<file path="config.mk">
export PLATFORM = sky130hd
export DESIGN_NAME = cumulative_counter_delta_accumulator_top
export DESIGN_NICKNAME = d
export VERILOG_FILES = /design/src/hdl/ccda_pkg.sv /design/src/hdl/ccda_core.sv /design/src/hdl/cumulative_counter_delta_accumulator_top.sv
export SDC_FILE = /design/constraint.sdc
export NUM_CORES = 1
export LEC_CHECK = 0
export CORE_AREA = 10 10 296 270
export DETAILED_ROUTE_END_ITERATION = 12
export DIE_AREA = 0 0 306 280
export DONT_BUFFER_PORTS = 1
export GPL_TIMING_DRIVEN = 0
export RECOVER_POWER = 50
export SLEW_MARGIN = 20
export SYNTH_ARGS = -nofsm -noshare
export SYNTH_HDL_FRONTEND = slang
export SYNTH_SLANG_ARGS = --single-unit
export TNS_END_PERCENT = 50
</file>
<file path="constraint.sdc">
create_clock -name clk_i -period 8.2 [get_ports clk_i]
set_input_delay 0.41 -clock clk_i [delete_from_list [all_inputs] [get_ports clk_i]]
set_output_delay 0.41 -clock clk_i [all_outputs]
set_load 0.05 [all_outputs]
</file>
<file path="src/hdl/ccda_pkg.sv">
// Shared types and constants for the cumulative counter delta accumulator.
`default_nettype none

package ccda_pkg;

  // Width of the saturating regression and unknown-interval counters
  localparam int unsigned CountWidth = 32;

  localparam int unsigned ValueWidth = 64;
  localparam int unsigned FieldCountWidth = 32;

  typedef enum logic [1:0] {
    ActObserve  = 2'd0,
    ActInterval = 2'd1,
    ActClear    = 2'd2
  } action_e;

  typedef enum logic [2:0] {
    OutBaseline  = 3'd0,
    OutAdvanced  = 3'd1,
    OutSaturated = 3'd2,
    OutUnchanged = 3'd3,
    OutHeld      = 3'd4,
    OutRegressed = 3'd5,
    OutInterval  = 3'd6,
    OutCleared   = 3'd7
  } outcome_e;

  typedef logic [CountWidth-1:0] count_t;

  typedef struct packed {
    logic [1:0]            action;
    logic [ValueWidth-1:0] value;
    logic                  baseline_present;
  } req_t;

  typedef struct packed {
    logic [2:0]                 outcome;
    logic [ValueWidth-1:0]      total;
    logic [FieldCountWidth-1:0] unknown_count;
    logic [FieldCountWidth-1:0] regression_count;
    logic                       saturated_flag;
  } rsp_t;

endpackage

`default_nettype wire

</file>
<file path="src/hdl/ccda_core.sv">
// Accumulator state and combinational update logic for one request.
`default_nettype none

module ccda_core (
  input  logic          clk_i,
  input  logic          rst_ni,
  input  logic          step_i,
  input  ccda_pkg::req_t req_i,
  input  logic          regression_resets_i,
  output ccda_pkg::rsp_t rsp_o
);
  import ccda_pkg::*;

  logic                  tracking_q, tracking_d;
  logic [ValueWidth-1:0] last_q, last_d;
  logic [ValueWidth-1:0] total_q, total_d;
  count_t                regress_q, regress_d;
  count_t                unknown_q, unknown_d;
  logic                  sat_q, sat_d;
  outcome_e              outcome;

  logic [ValueWidth:0]   diff;
  logic [ValueWidth:0]   sum;
  logic                  sample_eq;
  logic                  sample_lt;

  function automatic count_t count_bump(input count_t c);
    count_bump = (c == '1) ? c : c + count_t'(1);
  endfunction

  // Compare the sample with the baseline and form the forward step
  assign diff      = {1'b0, req_i.value} - {1'b0, last_q};
  assign sample_lt = diff[ValueWidth];
  assign sample_eq = (req_i.value == last_q);
  assign sum       = {1'b0, total_q} + {1'b0, diff[ValueWidth-1:0]};

  // Work out the state after this request
  always_comb begin
    tracking_d = tracking_q;
    last_d     = last_q;
    total_d    = total_q;
    regress_d  = regress_q;
    unknown_d  = unknown_q;
    sat_d      = sat_q;
    outcome    = OutUnchanged;
    unique case (action_e'(req_i.action))
      ActObserve: begin
        if (!tracking_q) begin
          tracking_d = 1'b1;
          last_d     = req_i.value;
          outcome    = OutBaseline;
        end else if (sample_eq) begin
          outcome = OutUnchanged;
        end else if (!sample_lt) begin
          last_d = req_i.value;
          if (sum[ValueWidth]) begin
            total_d = '1;
            sat_d   = 1'b1;
            outcome = OutSaturated;
          end else begin
            total_d = sum[ValueWidth-1:0];
            outcome = OutAdvanced;
          end
        end else begin
          regress_d = count_bump(regress_q);
          if (!regression_resets_i) begin
            outcome = OutHeld;
          end else begin
            unknown_d = count_bump(unknown_q);
            last_d    = req_i.value;
            outcome   = OutRegressed;
          end
        end
      end
      ActInterval: begin
        if (tracking_q) begin
          unknown_d = count_bump(unknown_q);
        end
        tracking_d = req_i.baseline_present;
        last_d     = req_i.baseline_present ? req_i.value : '0;
        outcome    = OutInterval;
      end
      ActClear: begin
        tracking_d = 1'b0;
        last_d     = '0;
        total_d    = '0;
        regress_d  = '0;
        unknown_d  = '0;
        sat_d      = 1'b0;
        outcome    = OutCleared;
      end
      default: begin
        outcome = OutUnchanged;
      end
    endcase
  end

  // Report the state as it stands after the request
  always_comb begin
    rsp_o.outcome          = outcome;
    rsp_o.total            = total_d;
    rsp_o.unknown_count    = FieldCountWidth'(unknown_d);
    rsp_o.regression_count = FieldCountWidth'(regress_d);
    rsp_o.saturated_flag   = sat_d;
  end

  // Advance the state when the request moves to the result register
  always_ff @(posedge clk_i or negedge rst_ni) begin
    if (!rst_ni) begin
      tracking_q <= 1'b0;
      last_q     <= '0;
      total_q    <= '0;
      regress_q  <= '0;
      unknown_q  <= '0;
      sat_q      <= 1'b0;
    end else if (step_i) begin
      tracking_q <= tracking_d;
      last_q     <= last_d;
      total_q    <= total_d;
      regress_q  <= regress_d;
      unknown_q  <= unknown_d;
      sat_q      <= sat_d;
    end
  end

`ifndef NO_ASSERTIONS
  // A saturated total stays pinned at all ones until cleared
  assert property (@(posedge clk_i) disable iff (!rst_ni)
    sat_q |-> (total_q == '1))
    else $error("saturated total is not all ones");

  // A held sample never moves the baseline
  assert property (@(posedge clk_i) disable iff (!rst_ni)
    (step_i && outcome == OutHeld) |=> $stable(last_q) && $stable(unknown_q))
    else $error("held sample changed baseline or unknown count");
`endif

endmodule

`default_nettype wire

</file>
<file path="src/hdl/cumulative_counter_delta_accumulator_top.sv">
// Top level: request register, result register and configuration bit.
`default_nettype none

// Accepts one request per clock unless the request side stalls, and returns
// one result per request via the request register and the result register.
// The sustained rate of one request a cycle is set by the state update loop
// in ccda_core: the baseline compare, the 64-bit subtract and the saturating
// 64-bit add complete in the cycle a request leaves the request register. The
// result register lets a new request enter while a finished result waits; the
// request side stalls only when both registers are full and the result is
// stalled. regression_resets resets to 1; the user writes it with cfg_we_i
// only while no request is in flight, which the block does not enforce.
module cumulative_counter_delta_accumulator_top (
  input  logic           clk_i,
  input  logic           rst_ni,
  input  logic           req_valid_i,
  output logic           req_stall_o,
  input  ccda_pkg::req_t req_i,
  output logic           rsp_valid_o,
  input  logic           rsp_stall_i,
  output ccda_pkg::rsp_t rsp_o,
  input  logic           cfg_we_i,
  input  logic           cfg_wdata_i
);
  import ccda_pkg::*;

  logic in_valid_q, in_valid_d;
  req_t in_req_q;
  logic out_valid_q, out_valid_d;
  rsp_t out_rsp_q;
  rsp_t step_rsp;
  logic regression_resets_q;

  logic out_load;
  logic step;
  logic in_accept;

  // Move a request on when the result register is free or draining
  assign out_load    = !out_valid_q || !rsp_stall_i;
  assign step        = in_valid_q && out_load;
  assign req_stall_o = in_valid_q && !out_load;
  assign in_accept   = req_valid_i && !req_stall_o;

  assign in_valid_d  = in_accept ? 1'b1 : (step ? 1'b0 : in_valid_q);
  assign out_valid_d = step ? 1'b1 : (out_load ? 1'b0 : out_valid_q);

  ccda_core u_core (
    .clk_i,
    .rst_ni,
    .step_i              (step),
    .req_i               (in_req_q),
    .regression_resets_i (regression_resets_q),
    .rsp_o               (step_rsp)
  );

  // Hold the valid bits and the configuration bit
  always_ff @(posedge clk_i or negedge rst_ni) begin
    if (!rst_ni) begin
      in_valid_q          <= 1'b0;
      out_valid_q         <= 1'b0;
      regression_resets_q <= 1'b1;
    end else begin
      in_valid_q  <= in_valid_d;
      out_valid_q <= out_valid_d;
      if (cfg_we_i) begin
        regression_resets_q <= cfg_wdata_i;
      end
    end
  end

  // Capture request and result payloads
  always_ff @(posedge clk_i) begin
    if (in_accept) begin
      in_req_q <= req_i;
    end
    if (step) begin
      out_rsp_q <= step_rsp;
    end
  end

  assign rsp_valid_o = out_valid_q;
  assign rsp_o       = out_rsp_q;

`ifndef NO_ASSERTIONS
  // A request that leaves the request register shows up as a result
  assert property (@(posedge clk_i) disable iff (!rst_ni)
    step |=> rsp_valid_o)
    else $error("stepped request produced no result");

  // A blocked request stays in the request register unchanged
  assert property (@(posedge clk_i) disable iff (!rst_ni)
    (in_valid_q && !step) |=> in_valid_q && $stable(in_req_q))
    else $error("blocked request lost or altered");

  // A flagged result always carries an all-ones total
  assert property (@(posedge clk_i) disable iff (!rst_ni)
    (rsp_valid_o && rsp_o.saturated_flag) |-> (rsp_o.total == '1))
    else $error("saturated result with total below all ones");

  // Once saturated, a forward step can only report saturation
  assert property (@(posedge clk_i) disable iff (!rst_ni)
    (rsp_valid_o && rsp_o.outcome == OutAdvanced) |-> !rsp_o.saturated_flag)
    else $error("advance reported on a saturated total");
`endif

endmodule

`default_nettype wire
</file>
== Word-level counts from Yosys, hierarchy flattened ==
Cells that the tools add are included.
Operators by class
  add/subtract/negate cells: 4
  multipliers: 0
  divide/modulo/power cells: 0
  $lt $le $gt $ge: 0
  eq/ne operators: 7
  shift-type cells: 0
  muxes and demuxes: 39
  bitwise gates (word level): 0
  reductions and logical operators: 14
Operators by type and width (count)
  $mux 64: 9
  $mux 32: 10
  $pmux 64 s3: 1
  $pmux 64 s2: 1
  $pmux 32 s3: 1
  $add 64x64->65: 1
  $sub 64x64->65: 1
  $add 32x1->32 const B: 2
  $eq 32x32->1 const B: 2
  $eq 64x64->1: 1
  $pmux 32 s2: 1
  $mux 1: 9
  $mux 3: 3
  $pmux 3 s3: 1
  $logic_not 1->1: 4
  $ne 4x4->1 const B: 1
  $reduce_and 4->1: 1
  $reduce_bool 2->1: 2
  $logic_and 1x1->1: 3
  $ne 3x3->1 const B: 1
  $pmux 1 s3: 1
  $reduce_bool 3->1: 1
  $eq 2x1->1 const B: 1
  $eq 2x2->1 const B: 1
  other kinds (5): 5
Storage, ports and cells
  flip-flop bits (word level): 396
  latch bits: 0
  bits in writable memories: 0
  ROM bits: 0
  bits of input ports: 73
  word-level logic and storage cells: 81
  memories kept: 0

== Logic depth before layout (Yosys ltp) ==
  depth after elaboration: 7
  gate-level depth with buffers: 29

== Cells and area by module ==
Synthesis repeated with hierarchy kept, for this count alone.
Second synthesis, totals
  cells, all modules: 2930
  area total of the unflattened synthesis: 25914.9 sq um
By module, submodules not included
  ccda_core: instances 1, cells each 2721, area an instance 19809.0 sq um, seq. area each 4854.7 sq um
  cumulative_counter_delta_accumulator_top: instances 1, cells each 209, area an instance 6105.9 sq um, seq. area each 6052.1 sq um

== Worst setup path after synthesis ==
OpenSTA, ideal clock, no wires.
  path kind: register to register
  from: register out_valid_q, in the netlist rsp_valid_o
  to: register u_core.unknown_q[10]
  data arrival time: 5.480 ns
  data required time: 7.861 ns
  path slack: 2.381 ns
  stages on the path, launching flop included: 7
  buffers on the path: 2
  cell sequence: dfrtp_1 > nand2_1 > nand2_1 > inv_2 > clkbuf_1 > clkbuf_1 > a22oi_1
On the way
  word-level cells in the longest chain between the ends: 3
RTL lines
  start, declared: RTL line cumulative_counter_delta_accumulator_top.sv:29  | logic out_valid_q, out_valid_d;
  start signal, assigned: RTL line cumulative_counter_delta_accumulator_top.sv:64  | out_valid_q <= out_valid_d;
  $logic_not 1->1: RTL line cumulative_counter_delta_accumulator_top.sv:39  | assign out_load = !out_valid_q || !rsp_stall_i;
  $logic_or 1x1->1: RTL line cumulative_counter_delta_accumulator_top.sv:39
  $logic_and 1x1->1: RTL line cumulative_counter_delta_accumulator_top.sv:40  | assign step = in_valid_q && out_load;
  end signal, assigned: RTL line ccda_core.sv:121  | unknown_q <= unknown_d;
  end, declared: RTL line ccda_core.sv:18  | count_t unknown_q, unknown_d;
No other way between the ends.
A chain may end at the register's enable or synchronous reset.

==> impl_metrics.ini <==
[die]
die_y_um = 280
fp.dieArea_um2 = 85700
die_w_um = 306
io_pins = 207
core_area_um2 = 73800
fp-row-count = 95
start_util = 0.347

[yosys]
synthMostInstantiatedCell = nand2_1
synth_edf_count = 199
syn-num-nets = 3104
ys_ff_latch = 396
async_flop_share = 0.497
syn_inst = 2895
synth_top_area_frac = 0.234
yosysSeqAreaShare = 0.426
synth.avg_cell_area_um2 = 8.84
synth_top_area_cell = edfxtp_1
yosys_warnings = 0
ys_top_cells_by_area = edfxtp_1, dfrtp_1, ha_1, a21oi_1, nand2_1
syn_area_um2 = 25600
synth_top_flop_cell = edfxtp_1
synth_common_cells = nand2_1, a21oi_1, o21ai_0
yosysUniqueCellTypes = 86

[placed_design]
place_ws_ns = 0.274
dp_hpwl_um = 64800
io_buffers = 0
gp_congestion = 0.917
detailed_place.area_um2 = 26900

[routing]
ant_nets = 0
vias = 22400
drc = 0
routed_via_density = 5.56
wl_per_cell_um = 21.3
wl_um = 85700
first_iter_violations = 2166
firstDrtPassIters = 5

[cells_and_area]
final_area_um2 = 29200
syn_to_final_growth_pct = 14.2
fill_cells = 7404
fin_nets = 3229
drive_gt1_frac = 0.0599

[clock_tree]
postCtsSetupRepairBufs = 0
cts_root_buf = clkbuf_16
cts_tree = done
clk-insertion-delay-late_ns = 0.63
clock_sinks = 396
clockBufferDepth = 3
h-tree-depth = 2
clkTransAtPathRegs_ns = 0.06
numCtsBuffers = 45

[setup_path]
path_class = flop to flop
worstPathRequired_ns = 8.51
critPathLaunchType = flop
critPathCapture = rsp_o[96]
crit_path_max_fanout = 10
arrival_ns = 8.01
crit_start = in_req_q[12]
r2r_end = rsp_o[96]
endpoint_kind = flop
reg2reg_depth = 26
rr_startpoint = in_req_q[12]
r2r_setup_slack_ns = 0.50

[sta]
worst_slack_ns = 0.499
setup_viol = 0
finalCritPeriodShare = 0.939
hold_violations = 0
slew_headroom = -2.31
tightest_slew_ns = 4.96
whs_ns = 0.438
skew_ns = 0.0508
fmax_ghz = 0.130
min_period_ns = 7.70
rsz0062_at_grt = false
slew_violations = 135

[pwr]
p_leak_uw = 0.0119
power_density_nw_per_um2 = 344
vdd_drop_max_uv = 163

[grt]
grt_antenna_before_repair = 2
grt_pass1_wl_um = 130000
grt_start_max_net_pins = 198
grt.total_usage = 0.193
grt_pass1_vias = 20900
gr-total-overflow = 0

[outcome]
violations = max-capacitance violations, max-slew violations
status = finished, violations left

[min_path]
hold_path.class = input port to flop

[flow_run]
maxCapViolations = 2
==> kinds of logic after synthesis <==
kind of cell | synth area share
buffers and inverters | 0.0457
and+or+nand+nor | 0.166
muxes | 0.0116
AOI/OAI and AO/OA | 0.242
xor gates and xnor gates | 0.0414
DFF | 0.426
adders and majority gates | 0.0671
==> metrics by stage <==
stage                util  power, µW  TNS [ns]  cells
finish              0.396      10100         0   4028
global route        0.396      10700         0   4028
CTS                 0.396      10000         0   4026
detailed placement  0.364       7750         0   3868
global placement    0.363       7750    -18.27   3865
floorplan               -       6450         0   2895
==> critical path, cell delays in order (launching register included) <==
cell	delay [ns]
edfxtp_1	0.41
ha_1	0.29
clkbuf_1	0.32
nand2_1	0.15
o21bai_1	0.20
a311oi_1	0.49
inv_1	0.11
o31ai_1	0.36
a21oi_1	0.14
o21bai_1	0.25
a31oi_1	0.19
o21bai_1	0.18
a21oi_1	0.10
xnor2_1	0.16
ha_1	0.28
clkbuf_1	0.29
nand4_1	0.19
nor3_1	0.40
nand2_1	0.17
a2111oi_2	0.41
a211oi_2	0.20
o2111a_1	0.38
nor2_2	0.32
buf_2	0.38
buf_2	0.36
nor2_1	0.10
o21ai_0	0.57
==> worst min path at each step <==
| stage | from | endpoint | slack [ns] | cells after the start |
|---|---|---|---|---|
| 2_1_floorplan | rst_ni | in_valid_q | 0.11 | 0 |
| 3_3_place_gp | rst_ni | u_core.regress_q[17] | 0.14 | 0 |
| 3_5_place_dp | rst_ni | u_core.regress_q[17] | 0.14 | 0 |
| 4_1_cts | req_valid_i | in_req_q[66] | 0.15 | 1 |
| 5_1_grt | req_i[48] | in_req_q[48] | 0.43 | 1 |
| 6_report | req_i[5] | in_req_q[5] | 0.44 | 1 |
==> layer usage <==
| layer | track usage | vias to the layer above | routed length, µm |
|---|---|---|---|
| met3 | 0.0451 | 122 | 7430 |
| met2 | 0.292 | 856 | 37200 |
| met1 | 0.272 | 10600 | 39100 |
| met4 | 0.0471 | 0 | 1990 |
| li1 | - | 10800 | - |
| met5 | 0.00290 | - | 0 |
==> where the power goes <==
part           internal, µW  total, µW  switching [µW]
Combinational          1730       4770            3040
Sequential             2470       3110             631
Clock                  1290       2180             893
==> sequential cells by signal, summed over array words and instances, names as in the netlist <==
| signal | cells |
|---|---|
| u_core.regress_q | 32 |
| u_core.unknown_q | 32 |
| u_core.last_q | 64 |
| rsp_valid_o | 1 |
| u_core.tracking_q | 1 |
| in_valid_q | 1 |
| in_req_q | 67 |
| u_core.sat_q | 1 |
| u_core.total_q | 64 |
| rsp_o | 132 |
| regression_resets_q | 1 |
==> area by class of cell <==
class	instances	area [µm²]	share of cell area
clock inverter	31	427	0.0146
buffer	171	707	0.0242
multi-input combinational	2204	13500	0.462
inverter	124	465	0.0159
sequential	396	10900	0.373
antenna	1	2.50	0.0000856
clock buffer	53	1170	0.0399
timing repair buffer	78	821	0.0281
tap	970	1210	0.0415
==> timing repair <==
action / in CTS / in global routing
endpoints found under the setup margin: 0 / 19
hold endpoints to repair: 267 / 0
hold buffers: 74 / 0
resized for setup: 0 / 3
==> cells in the final DEF, fill, tap and decap left out, types with 114 or more instances in the layout <==
master / n
a21o_1: 114
a21oi_1: 310
clkbuf_1: 137
dfrtp_1: 196
edfxtp_1: 199
ha_1: 134
inv_1: 121
nand2_1: 397
nor2_1: 191
o21ai_0: 271
Note: power is estimated with default switching activity, not from simulation.
